File: src/rtl/ebec_pkg.sv
// ============================================================================
// ebec_pkg - shared types and constants of the encoder/button edit controller
// Configuration, state and result structures, event and register codes.
// ============================================================================
`default_nettype none

package ebec_pkg;

    // Width of the press, click and activity timers.
    localparam int TIMER_WIDTH = 16;
    localparam int THRESH_WIDTH = 16;
    localparam int CMP_WIDTH = (TIMER_WIDTH > THRESH_WIDTH) ? TIMER_WIDTH : THRESH_WIDTH;

    localparam int VALUE_WIDTH = 10;
    localparam int STEP_WIDTH = 7;
    localparam int DELTA_WIDTH = 4;
    localparam int EVENT_WIDTH = 3;
    localparam int TALLY_WIDTH = 3;
    localparam int CFG_INDEX_WIDTH = 3;
    localparam int CFG_DATA_WIDTH = 16;

    // Reset values of the configuration registers.
    localparam logic [THRESH_WIDTH-1:0] LONG_PRESS_RESET = THRESH_WIDTH'(600);
    localparam logic [THRESH_WIDTH-1:0] MULTICLICK_RESET = THRESH_WIDTH'(400);
    localparam logic [THRESH_WIDTH-1:0] INACTIVITY_RESET = THRESH_WIDTH'(30000);
    localparam logic [VALUE_WIDTH-1:0] VALUE_MAX_RESET = VALUE_WIDTH'(100);
    localparam logic [STEP_WIDTH-1:0] STEP_SIZE_RESET = STEP_WIDTH'(1);

    // Configuration register indexes.
    localparam logic [CFG_INDEX_WIDTH-1:0] CFG_LONG_PRESS = 3'd0;
    localparam logic [CFG_INDEX_WIDTH-1:0] CFG_MULTICLICK = 3'd1;
    localparam logic [CFG_INDEX_WIDTH-1:0] CFG_INACTIVITY = 3'd2;
    localparam logic [CFG_INDEX_WIDTH-1:0] CFG_VALUE_MAX = 3'd3;
    localparam logic [CFG_INDEX_WIDTH-1:0] CFG_STEP_SIZE = 3'd4;

    // Edit event codes.
    localparam logic [EVENT_WIDTH-1:0] EV_NONE = 3'd0;
    localparam logic [EVENT_WIDTH-1:0] EV_STARTED = 3'd1;
    localparam logic [EVENT_WIDTH-1:0] EV_CONFIRMED = 3'd2;
    localparam logic [EVENT_WIDTH-1:0] EV_CANCELLED = 3'd3;
    localparam logic [EVENT_WIDTH-1:0] EV_TIMEOUT = 3'd4;

    localparam logic [TALLY_WIDTH-1:0] TALLY_MAX = 3'd7;
    localparam logic [TIMER_WIDTH-1:0] TIMER_MAX = {TIMER_WIDTH{1'b1}};

    typedef struct packed {
        logic [THRESH_WIDTH-1:0] long_press_ticks;
        logic [THRESH_WIDTH-1:0] multiclick_ticks;
        logic [THRESH_WIDTH-1:0] inactivity_ticks;
        logic [VALUE_WIDTH-1:0] value_max;
        logic [STEP_WIDTH-1:0] step_size;
    } cfg_t;

    typedef struct packed {
        logic prev_button;
        logic [TALLY_WIDTH-1:0] click_tally;
        logic [TIMER_WIDTH-1:0] press_elapsed;
        logic [TIMER_WIDTH-1:0] since_click;
        logic [TIMER_WIDTH-1:0] since_activity;
        logic edit_active;
        logic [VALUE_WIDTH-1:0] value_tenths;
    } state_t;

    typedef struct packed {
        logic editing;
        logic [VALUE_WIDTH-1:0] edited_value;
        logic [EVENT_WIDTH-1:0] edit_event;
    } result_t;

endpackage

`default_nettype wire

File: src/rtl/ebec_ifs.sv
// ============================================================================
// ebec_ifs - item channels of the encoder/button edit controller
// Tick input channel and result output channel, valid/ready handshake.
// ============================================================================
`default_nettype none

interface ebec_in_if;
    logic valid;
    logic ready;
    logic button_level;
    logic signed [ebec_pkg::DELTA_WIDTH-1:0] encoder_delta;

    modport source (output valid, output button_level, output encoder_delta, input ready);
    modport sink (input valid, input button_level, input encoder_delta, output ready);
endinterface

interface ebec_out_if;
    logic valid;
    logic ready;
    logic editing;
    logic [ebec_pkg::VALUE_WIDTH-1:0] edited_value;
    logic [ebec_pkg::EVENT_WIDTH-1:0] edit_event;

    modport source (output valid, output editing, output edited_value, output edit_event,
                    input ready);
    modport sink (input valid, input editing, input edited_value, input edit_event,
                  output ready);
endinterface

`default_nettype wire

File: src/rtl/ebec_cfg.sv
// ============================================================================
// ebec_cfg - configuration registers
// Holds the five threshold and scaling registers; writes beyond them are ignored.
// ============================================================================
`default_nettype none

module ebec_cfg (
    input  wire logic                                 clk,
    input  wire logic                                 rst_n,
    input  wire logic                                 cfg_we,
    input  wire logic [ebec_pkg::CFG_INDEX_WIDTH-1:0] cfg_index,
    input  wire logic [ebec_pkg::CFG_DATA_WIDTH-1:0]  cfg_wdata,
    output ebec_pkg::cfg_t                            cfg
);
    import ebec_pkg::*;

    cfg_t cfg_reg;
    cfg_t cfg_next;

    always_comb
    begin
        cfg_next = cfg_reg;
        if (cfg_we)
        begin
            unique case (cfg_index)
                CFG_LONG_PRESS: cfg_next.long_press_ticks = cfg_wdata[THRESH_WIDTH-1:0];
                CFG_MULTICLICK: cfg_next.multiclick_ticks = cfg_wdata[THRESH_WIDTH-1:0];
                CFG_INACTIVITY: cfg_next.inactivity_ticks = cfg_wdata[THRESH_WIDTH-1:0];
                CFG_VALUE_MAX:  cfg_next.value_max = cfg_wdata[VALUE_WIDTH-1:0];
                CFG_STEP_SIZE:  cfg_next.step_size = cfg_wdata[STEP_WIDTH-1:0];
                default:        cfg_next = cfg_reg;
            endcase
        end
    end

    always_ff @(posedge clk or negedge rst_n)
    begin
        if (!rst_n)
        begin
            cfg_reg.long_press_ticks <= LONG_PRESS_RESET;
            cfg_reg.multiclick_ticks <= MULTICLICK_RESET;
            cfg_reg.inactivity_ticks <= INACTIVITY_RESET;
            cfg_reg.value_max <= VALUE_MAX_RESET;
            cfg_reg.step_size <= STEP_SIZE_RESET;
        end
        else
        begin
            cfg_reg <= cfg_next;
        end
    end

    assign cfg = cfg_reg;

endmodule

`default_nettype wire

File: src/rtl/ebec_step.sv
// ============================================================================
// ebec_step - one tick of the edit controller
// Timers, encoder update with clamp, button edges, click decode and timeout.
// ============================================================================
`default_nettype none

module ebec_step (
    input  wire ebec_pkg::cfg_t                           cfg,
    input  wire ebec_pkg::state_t                         state,
    input  wire logic                                     button_level,
    input  wire logic signed [ebec_pkg::DELTA_WIDTH-1:0]  encoder_delta,
    output ebec_pkg::state_t                              state_out,
    output ebec_pkg::result_t                             result
);
    import ebec_pkg::*;

    localparam int SUM_WIDTH = VALUE_WIDTH + 2;

    logic signed [SUM_WIDTH-1:0] delta_x;
    logic signed [SUM_WIDTH-1:0] step_x;
    logic signed [SUM_WIDTH-1:0] product;
    logic signed [SUM_WIDTH-1:0] sum;
    logic [VALUE_WIDTH-1:0] clamped;

    // Encoder arithmetic: value plus delta times step, clamped to 0..value_max.
    assign delta_x = SUM_WIDTH'(encoder_delta);
    assign step_x = signed'(SUM_WIDTH'(cfg.step_size));
    assign product = delta_x * step_x;
    assign sum = signed'(SUM_WIDTH'(state.value_tenths)) + product;

    always_comb
    begin
        if (sum < 0)
            clamped = '0;
        else if (sum > signed'(SUM_WIDTH'(cfg.value_max)))
            clamped = cfg.value_max;
        else
            clamped = sum[VALUE_WIDTH-1:0];
    end

    function automatic logic [TIMER_WIDTH-1:0] tmr_inc(input logic [TIMER_WIDTH-1:0] t);
        return (t == TIMER_MAX) ? t : t + TIMER_WIDTH'(1);
    endfunction

    always_comb
    begin
        logic [EVENT_WIDTH-1:0] ev;
        state_t s;

        s = state;
        ev = EV_NONE;
        s.press_elapsed = tmr_inc(state.press_elapsed);
        s.since_click = tmr_inc(state.since_click);
        s.since_activity = tmr_inc(state.since_activity);

        if (encoder_delta != '0)
        begin
            s.since_activity = '0;
            if (s.edit_active)
                s.value_tenths = clamped;
        end

        if (state.prev_button && !button_level)
        begin
            s.press_elapsed = '0;
        end
        else if (!state.prev_button && button_level)
        begin
            if (CMP_WIDTH'(s.press_elapsed) >= CMP_WIDTH'(cfg.long_press_ticks))
            begin
                s.click_tally = '0;
                if (s.edit_active)
                begin
                    s.edit_active = 1'b0;
                    ev = EV_CANCELLED;
                end
            end
            else
            begin
                if (s.click_tally != TALLY_MAX)
                    s.click_tally = s.click_tally + TALLY_WIDTH'(1);
                s.since_click = '0;
            end
            s.since_activity = '0;
        end
        s.prev_button = button_level;

        // Click decode once the multiclick window has passed.
        if (s.click_tally != '0
            && CMP_WIDTH'(s.since_click) > CMP_WIDTH'(cfg.multiclick_ticks))
        begin
            if (s.click_tally == TALLY_WIDTH'(1))
            begin
                ev = s.edit_active ? EV_CONFIRMED : EV_STARTED;
                s.edit_active = !s.edit_active;
            end
            else if (s.click_tally == TALLY_WIDTH'(2))
            begin
                ev = s.edit_active ? EV_CANCELLED : EV_STARTED;
                s.edit_active = !s.edit_active;
            end
            s.click_tally = '0;
            s.since_activity = '0;
        end

        if (s.edit_active
            && CMP_WIDTH'(s.since_activity) > CMP_WIDTH'(cfg.inactivity_ticks))
        begin
            s.edit_active = 1'b0;
            ev = EV_TIMEOUT;
            s.since_activity = '0;
        end

        state_out = s;
        result.editing = s.edit_active;
        result.edited_value = s.value_tenths;
        result.edit_event = ev;
    end

endmodule

`default_nettype wire

File: src/rtl/encoder_button_edit_controller_top.sv
// ============================================================================
// encoder_button_edit_controller_top - encoder and push-button edit controller
// Turns millisecond ticks of button level and encoder movement into edit events.
// ============================================================================
// Usage: each item on in_ch is one millisecond tick carrying the sampled
// button line (low when pressed) and the signed encoder change for that tick.
// Every tick produces exactly one result item on out_ch: the edit flag, the
// edited value in tenths and an event code (started, confirmed, cancelled or
// confirmed by timeout).
// An accepted item is held in an input register; the tick logic evaluates it
// combinationally and the result register is loaded once it is free or its
// item is being taken, and the result item is then offered from there.
// Throughput is one item per cycle while the receiver is ready: the state update
// is a single pass of short logic between the input and result registers.
// If the receiver stalls, the result register holds its item and the input
// register holds the next one; in_ch.ready then drops until the result moves.
// Reset clears both registers' valid flags, returns the state to released
// button, no tally, zero timers, no edit and value zero, and loads the
// configuration registers with their default values.
// Configuration is written through cfg_we, cfg_index and cfg_wdata and must
// only change while no item is in flight.
// ============================================================================
`default_nettype none

module encoder_button_edit_controller_top (
    input  wire logic                                 clk,
    input  wire logic                                 rst_n,
    ebec_in_if.sink                                   in_ch,
    ebec_out_if.source                                out_ch,
    input  wire logic                                 cfg_we,
    input  wire logic [ebec_pkg::CFG_INDEX_WIDTH-1:0] cfg_index,
    input  wire logic [ebec_pkg::CFG_DATA_WIDTH-1:0]  cfg_wdata
);
    import ebec_pkg::*;

    cfg_t cfg;
    state_t state_reg;
    state_t state_next;
    result_t res_next;
    result_t res_reg;
    logic res_valid_reg;
    logic in_valid_reg;
    logic in_button_reg;
    logic signed [DELTA_WIDTH-1:0] in_delta_reg;
    logic advance;

    ebec_cfg u_cfg (
        .clk       (clk),
        .rst_n     (rst_n),
        .cfg_we    (cfg_we),
        .cfg_index (cfg_index),
        .cfg_wdata (cfg_wdata),
        .cfg       (cfg)
    );

    ebec_step u_step (
        .cfg           (cfg),
        .state         (state_reg),
        .button_level  (in_button_reg),
        .encoder_delta (in_delta_reg),
        .state_out     (state_next),
        .result        (res_next)
    );

    // The held tick is processed whenever the result register is free or
    // its item is being taken in this cycle.
    assign advance = in_valid_reg && (!res_valid_reg || out_ch.ready);
    assign in_ch.ready = !in_valid_reg || advance;

    always_ff @(posedge clk or negedge rst_n)
    begin
        if (!rst_n)
        begin
            in_valid_reg <= 1'b0;
            res_valid_reg <= 1'b0;
            state_reg.prev_button <= 1'b1;
            state_reg.click_tally <= '0;
            state_reg.press_elapsed <= '0;
            state_reg.since_click <= '0;
            state_reg.since_activity <= '0;
            state_reg.edit_active <= 1'b0;
            state_reg.value_tenths <= '0;
        end
        else
        begin
            if (in_ch.ready)
                in_valid_reg <= in_ch.valid;
            if (advance)
                state_reg <= state_next;
            if (advance)
                res_valid_reg <= 1'b1;
            else if (out_ch.ready)
                res_valid_reg <= 1'b0;
        end
    end

    // Payload registers carry no reset.
    always_ff @(posedge clk)
    begin
        if (in_ch.ready && in_ch.valid)
        begin
            in_button_reg <= in_ch.button_level;
            in_delta_reg <= in_ch.encoder_delta;
        end
        if (advance)
            res_reg <= res_next;
    end

    assign out_ch.valid = res_valid_reg;
    assign out_ch.editing = res_reg.editing;
    assign out_ch.edited_value = res_reg.edited_value;
    assign out_ch.edit_event = res_reg.edit_event;

`ifndef ASSERT_OFF
    // A started edit is always reported with the edit flag set.
    a_started_editing: assert property (@(posedge clk) disable iff (!rst_n)
        (res_valid_reg && res_reg.edit_event == EV_STARTED) |-> res_reg.editing)
        else $error("started event without edit flag");

    // Ending events always leave the edit flag clear.
    a_end_not_editing: assert property (@(posedge clk) disable iff (!rst_n)
        (res_valid_reg && (res_reg.edit_event == EV_CONFIRMED
            || res_reg.edit_event == EV_CANCELLED || res_reg.edit_event == EV_TIMEOUT))
        |-> !res_reg.editing)
        else $error("ending event with edit flag set");

    // A held tick is not dropped while the result side is stalled.
    a_held_tick: assert property (@(posedge clk) disable iff (!rst_n)
        (in_valid_reg && !advance) |=> in_valid_reg)
        else $error("pending tick lost");

    // The controller state moves only when a tick is processed.
    a_state_stable: assert property (@(posedge clk) disable iff (!rst_n)
        !advance |=> $stable(state_reg))
        else $error("state changed without a tick");

    // Event codes stay within the defined set.
    a_event_range: assert property (@(posedge clk) disable iff (!rst_n)
        res_valid_reg |-> (res_reg.edit_event <= EV_TIMEOUT))
        else $error("undefined event code");
`endif

endmodule

`default_nettype wire

File: src/flat_wrapper.sv
// flat-port wrapper written by rule: the top's interface ports become plain ports
module encoder_button_edit_controller_top_flat import ebec_pkg::*;
  (clk, rst_n, cfg_we, cfg_index, cfg_wdata, in_ch_valid, in_ch_button_level, in_ch_encoder_delta, in_ch_ready, out_ch_valid, out_ch_editing, out_ch_edited_value, out_ch_edit_event, out_ch_ready);
  ebec_in_if in_ch_i ();
  ebec_out_if out_ch_i ();
  input  wire logic clk;
  input  wire logic rst_n;
  input  wire logic cfg_we;
  input  wire logic [ebec_pkg::CFG_INDEX_WIDTH-1:0] cfg_index;
  input  wire logic [ebec_pkg::CFG_DATA_WIDTH-1:0] cfg_wdata;
  input wire logic [$bits(in_ch_i.valid)-1:0] in_ch_valid;
  input wire logic [$bits(in_ch_i.button_level)-1:0] in_ch_button_level;
  input wire logic [$bits(in_ch_i.encoder_delta)-1:0] in_ch_encoder_delta;
  output wire logic [$bits(in_ch_i.ready)-1:0] in_ch_ready;
  output wire logic [$bits(out_ch_i.valid)-1:0] out_ch_valid;
  output wire logic [$bits(out_ch_i.editing)-1:0] out_ch_editing;
  output wire logic [$bits(out_ch_i.edited_value)-1:0] out_ch_edited_value;
  output wire logic [$bits(out_ch_i.edit_event)-1:0] out_ch_edit_event;
  input wire logic [$bits(out_ch_i.ready)-1:0] out_ch_ready;
  assign in_ch_i.valid = in_ch_valid;
  assign in_ch_i.button_level = in_ch_button_level;
  assign in_ch_i.encoder_delta = in_ch_encoder_delta;
  assign in_ch_ready = in_ch_i.ready;
  assign out_ch_valid = out_ch_i.valid;
  assign out_ch_editing = out_ch_i.editing;
  assign out_ch_edited_value = out_ch_i.edited_value;
  assign out_ch_edit_event = out_ch_i.edit_event;
  assign out_ch_i.ready = out_ch_ready;
  encoder_button_edit_controller_top u_core (.clk(clk), .rst_n(rst_n), .in_ch(in_ch_i), .out_ch(out_ch_i), .cfg_we(cfg_we), .cfg_index(cfg_index), .cfg_wdata(cfg_wdata));
endmodule
File: config.mk
export PLATFORM = sky130hd
export DESIGN_NAME = encoder_button_edit_controller_top_flat
export DESIGN_NICKNAME = d
export VERILOG_FILES = /design/src/rtl/ebec_pkg.sv /design/src/rtl/ebec_ifs.sv /design/src/rtl/ebec_cfg.sv /design/src/rtl/ebec_step.sv /design/src/rtl/encoder_button_edit_controller_top.sv /design/src/flat_wrapper.sv
export SDC_FILE = /design/constraint.sdc
export NUM_CORES = 1
export LEC_CHECK = 0
export ABC_AREA = 1
export BUFFER_PORTS_ARGS = -buffer_cell sky130_fd_sc_hd__buf_4
export CAP_MARGIN = 30
export CORE_UTILIZATION = 57
export DETAILED_ROUTE_END_ITERATION = 8
export PLACE_DENSITY_LB_ADDON = 0.08
export SETUP_SLACK_MARGIN = 0.15
export SLEW_MARGIN = 0
export SYNTH_ARGS = -nofsm -noshare
export SYNTH_HDL_FRONTEND = slang
export SYNTH_SLANG_ARGS = --single-unit
File: constraint.sdc
create_clock -name clk -period 5.9 [get_ports clk]
set_input_delay 0.295 -clock clk [delete_from_list [all_inputs] [get_ports clk]]
set_output_delay 0.295 -clock clk [all_outputs]
set_load 0.05 [all_outputs]
==> impl_metrics.py <==
metrics = {
    "worst_setup_path": {
        "crit_path_end_kind": "flip-flop",
        "ff2ff_path_depth": 43,
        "crit_start": "u_core.state_reg[43]",
        "required_ns": 6.25,
        "r2r_slack_ns": -0.07,
        "r2r-end": "u_core.state_reg[13]",
        "timing.critical_path.mode_cell": "buf_4",
        "arrival_ns": 6.32,
        "slowest_delay_ns": 0.41,
        "critPathLaunchType": "flip-flop",
        "rr_startpoint": "u_core.state_reg[43]",
        "crit_type": "flip-flop to flip-flop",
        "critPathSlowestCell": "dfrtp_1",
        "path_max_fanout": 8,
    },
    "drt": {
        "drc": 0,
        "vias": 8749,
        "wl_per_cell_um": 15.5,
        "routed_wl_um": 25100,
        "drtIter0Drc": 667,
        "firstDrtPassIters": 5,
        "final_antenna_net_count": 0,
        "drt-vias-per-instance": 5.41,
    },
    "global_route": {
        "grt_antenna_before_repair": 0,
        "grt_max_degree": 79,
        "grt_util_met1": 0.387,
        "grt_pass1_vias": 8405,
        "grt_pass1_wl_um": 40700,
        "top_usage_layer": "met2",
        "globalRouteTotalUtil": 0.287,
        "grt-ovfl-total": 0,
        "use_met2": 0.474,
        "met3_usage": 0.0447,
    },
    "synth": {
        "ys_seq_area_frac": 0.381,
        "yosysUniqueCellTypes": 48,
        "synth_async_sr_flop_share": 0.872,
        "yosys_most_used_dff": "dfrtp_1",
        "postSynthAreaPerCell_um2": 7.79,
        "synthCells": 1297,
        "synth_seq_cells": 149,
        "synth_area_leaders": "dfrtp_1, nand2_1, ha_1, inv_1, o21ai_0",
        "ys_warn_count": 0,
        "syn_area_um2": 10100,
        "synth_edf_count": 19,
        "yosysTopAreaCellShare": 0.275,
        "synth_area_leader_cell": "dfrtp_1",
        "syn_nets": 1431,
    },
    "clocking": {
        "clkSinkCount": 149,
        "htreeDepth": 4,
        "clockBufferDepth": 2,
        "root_buffer": "clkbuf_16",
        "clkLatencyLatePin_ns": 0.44,
        "cts_buffers": 17,
        "path_clk_slew_ns": 0.06,
        "tritoncts": "done",
    },
    "flow_run": {
        "drv_cap": 0,
    },
    "layout": {
        "n_fill_cell": 1354,
        "final_area_um2": 12000,
        "layout.nets": 1514,
        "drive_gt1_frac": 0.185,
        "regArea_um2": 3850,
        "fin_cells": 1618,
        "multi_input_area_um2": 5620,
        "synthToLayoutAreaGrowth_pct": 19.2,
        "num_antenna_cells": 0,
        "largest_reg_flops": 65,
        "utilization": 0.696,
    },
    "pwr": {
        "p_switching_mw": 2.10,
        "totalPowerFinal_mw": 5.05,
        "power_frac_comb": 0.489,
        "power_frac_seq": 0.284,
        "powerDensity_nw_per_um2": 420,
        "ir_worst_vdd_v": 0.000273,
        "switching_share": 0.415,
        "power.leakage_nw": 6.13,
        "p_int_mw": 2.95,
        "p_clk_frac": 0.227,
    },
    "placement": {
        "port_buffers": 44,
        "gp_congestion": 0.902,
        "placed_cell_area_um2": 10700,
        "hpwlAfterDp_um": 17100,
        "dp.cells": 1545,
    },
    "hold_path": {
        "hold_path_class": "input port to flip-flop",
        "min_path_cells": 1,
        "hold_end": "u_core.in_delta_reg[2]",
        "min_from": "in_ch_encoder_delta[2]",
    },
    "timing": {
        "setup_ws_ns": -0.0678,
        "finalSetupTns_ns": -0.565,
        "finalHoldViolCount": 0,
        "slew_headroom": 0.414,
        "fmax_ghz": 0.168,
        "setup_viol": 18,
        "min_period_over_period": 1.01,
        "skew_ns": 0.0110,
        "period_minus_slack_ns": 5.97,
        "grt_setup_unrepaired": "true",
        "drv_slew": 0,
        "worst_pin_slew_ns": 0.876,
    },
    "floorplan": {
        "die-area_um2": 18300,
        "fp.dieH_um": 135,
        "core-area_um2": 17300,
        "placementRows": 48,
        "start_util": 0.584,
        "num_io_pins": 45,
        "die-width_um": 135,
    },
    "outcome": {
        "status": "complete, but fails checks",
        "violations": "negative setup slack",
    },
}
[worst max-delay path, delay by kind of cell (launching register included)]
kind            cells  cell delay, ns
flops               1            0.41
compound gates      5            0.74
xor+xnor            1            0.16
simple gates       17            1.78
buf+inv            17            1.95
fa+ha+maj           3            0.80
[cells in the mapped netlist, types with 2 or more instances]
| cell type | count |
|---|---|
| buf_2 | 4 |
| dfrtp_1 | 111 |
| o211ai_1 | 20 |
| o21ai_0 | 120 |
| nand2_1 | 334 |
| edfxtp_1 | 19 |
| inv_1 | 226 |
| buf_6 | 2 |
| xor2_1 | 26 |
| xnor2_1 | 10 |
| clkbuf_1 | 25 |
| dfstp_2 | 19 |
| or2_2 | 9 |
| nor2_1 | 66 |
| nor3_1 | 34 |
| inv_2 | 2 |
| nand3_1 | 44 |
| a21oi_1 | 38 |
| nor4_1 | 5 |
| ha_1 | 85 |
| o21ai_1 | 10 |
| buf_4 | 4 |
| fa_1 | 20 |
| nor2_2 | 2 |
| nand4_1 | 22 |
| a211oi_1 | 2 |
| nand2_2 | 8 |
| nand3_2 | 2 |
| o22ai_1 | 9 |
[through the flow]
step                      hold slack [ns]  setup slack [ns]
after floorplan                 -0.000591             0.153
after global placement              0.362            0.0391
after detailed placement            0.365            -0.179
after CTS                          0.0417             0.144
after global routing               0.0391            -0.486
final                              0.0466           -0.0678
[layer usage]
metal | share of wire | vias up | routed length, um
met5 | 0 | - | 0
met4 | 0.020 | 0 | 497
met3 | 0.043 | 42 | 1080
met2 | 0.48 | 217 | 12100
met1 | 0.45 | 4156 | 11400
li1 | - | 4334 | -
[repair_timing]
| item | CTS | global route |
|---|---|---|
| hold endpoints to repair | 63 | 0 |
| cloned | 1 | 0 |
| buffers inserted | 25 | 13 |
| setup endpoints to repair | 20 | 38 |
| pin swaps | 27 | 44 |
| gates resized for setup | 48 | 58 |
| hold buffers | 1 | 0 |
[placed cells by master (no fill, tap or decap), drive strengths merged, types with 2 or more instances in the layout]
master  instances
bufinv          2
o22ai           9
dfrtp         111
o211ai         20
ha             85
nor4            6
fa             20
o21ai         131
xor2           27
nor2           70
dfstp          19
nand3          46
buf            98
a21oi          39
nand2         342
xnor2          10
or2             9
inv           231
clkbuf         21
clkinv          7
a211oi          2
nand4          22
nor3           35
edfxtp         19
[power groups by stage]
stage               logic (mW)  registers, mW  clock network, mW
floorplan                 1.54           1.49                  0
global placement          2.06           1.44                  0
detailed placement        2.10           1.44                  0
CTS                       2.29           1.43               1.15
global route              2.80           1.46               1.20
finish                    2.47           1.44               1.14
[how the worst max path moves through the flow]
stage / to / slack, ns / cells past startpoint
2_1_floorplan: u_core.out_ch.edit_event[2] / 0.15 / 48
4_1_cts: u_core.state_reg[13] / 0.14 / 47
6_report: u_core.state_reg[13] / -0.07 / 43
5_1_grt: u_core.state_reg[13] / -0.49 / 46
3_5_place_dp: u_core.state_reg[26] / -0.18 / 49
3_3_place_gp: u_core.state_reg[11] / 0.04 / 45
[final cells by class]
class,instances,area share
clock inverters,11,0.0115
clock buffers,21,0.0400
repair buffers,99,0.0655
multi-input cells,883,0.467
inverters,229,0.0721
flip-flops and latches,149,0.320
well taps,225,0.0234
repair inverters,1,0.000624
[kinds of logic (layout without fill, tap and decap cells)]
family | after synthesis | count (layout) | synth area share
simple gates | 532 | 532 | 0.225
buf+inv | 265 | 361 | 0.103
compound gates | 208 | 208 | 0.113
flops | 149 | 149 | 0.381
fa+ha+maj | 105 | 105 | 0.145
xor+xnor | 37 | 37 | 0.0328
mux | 1 | 1 | 0.000991
Power figures use the tool's default switching activity.
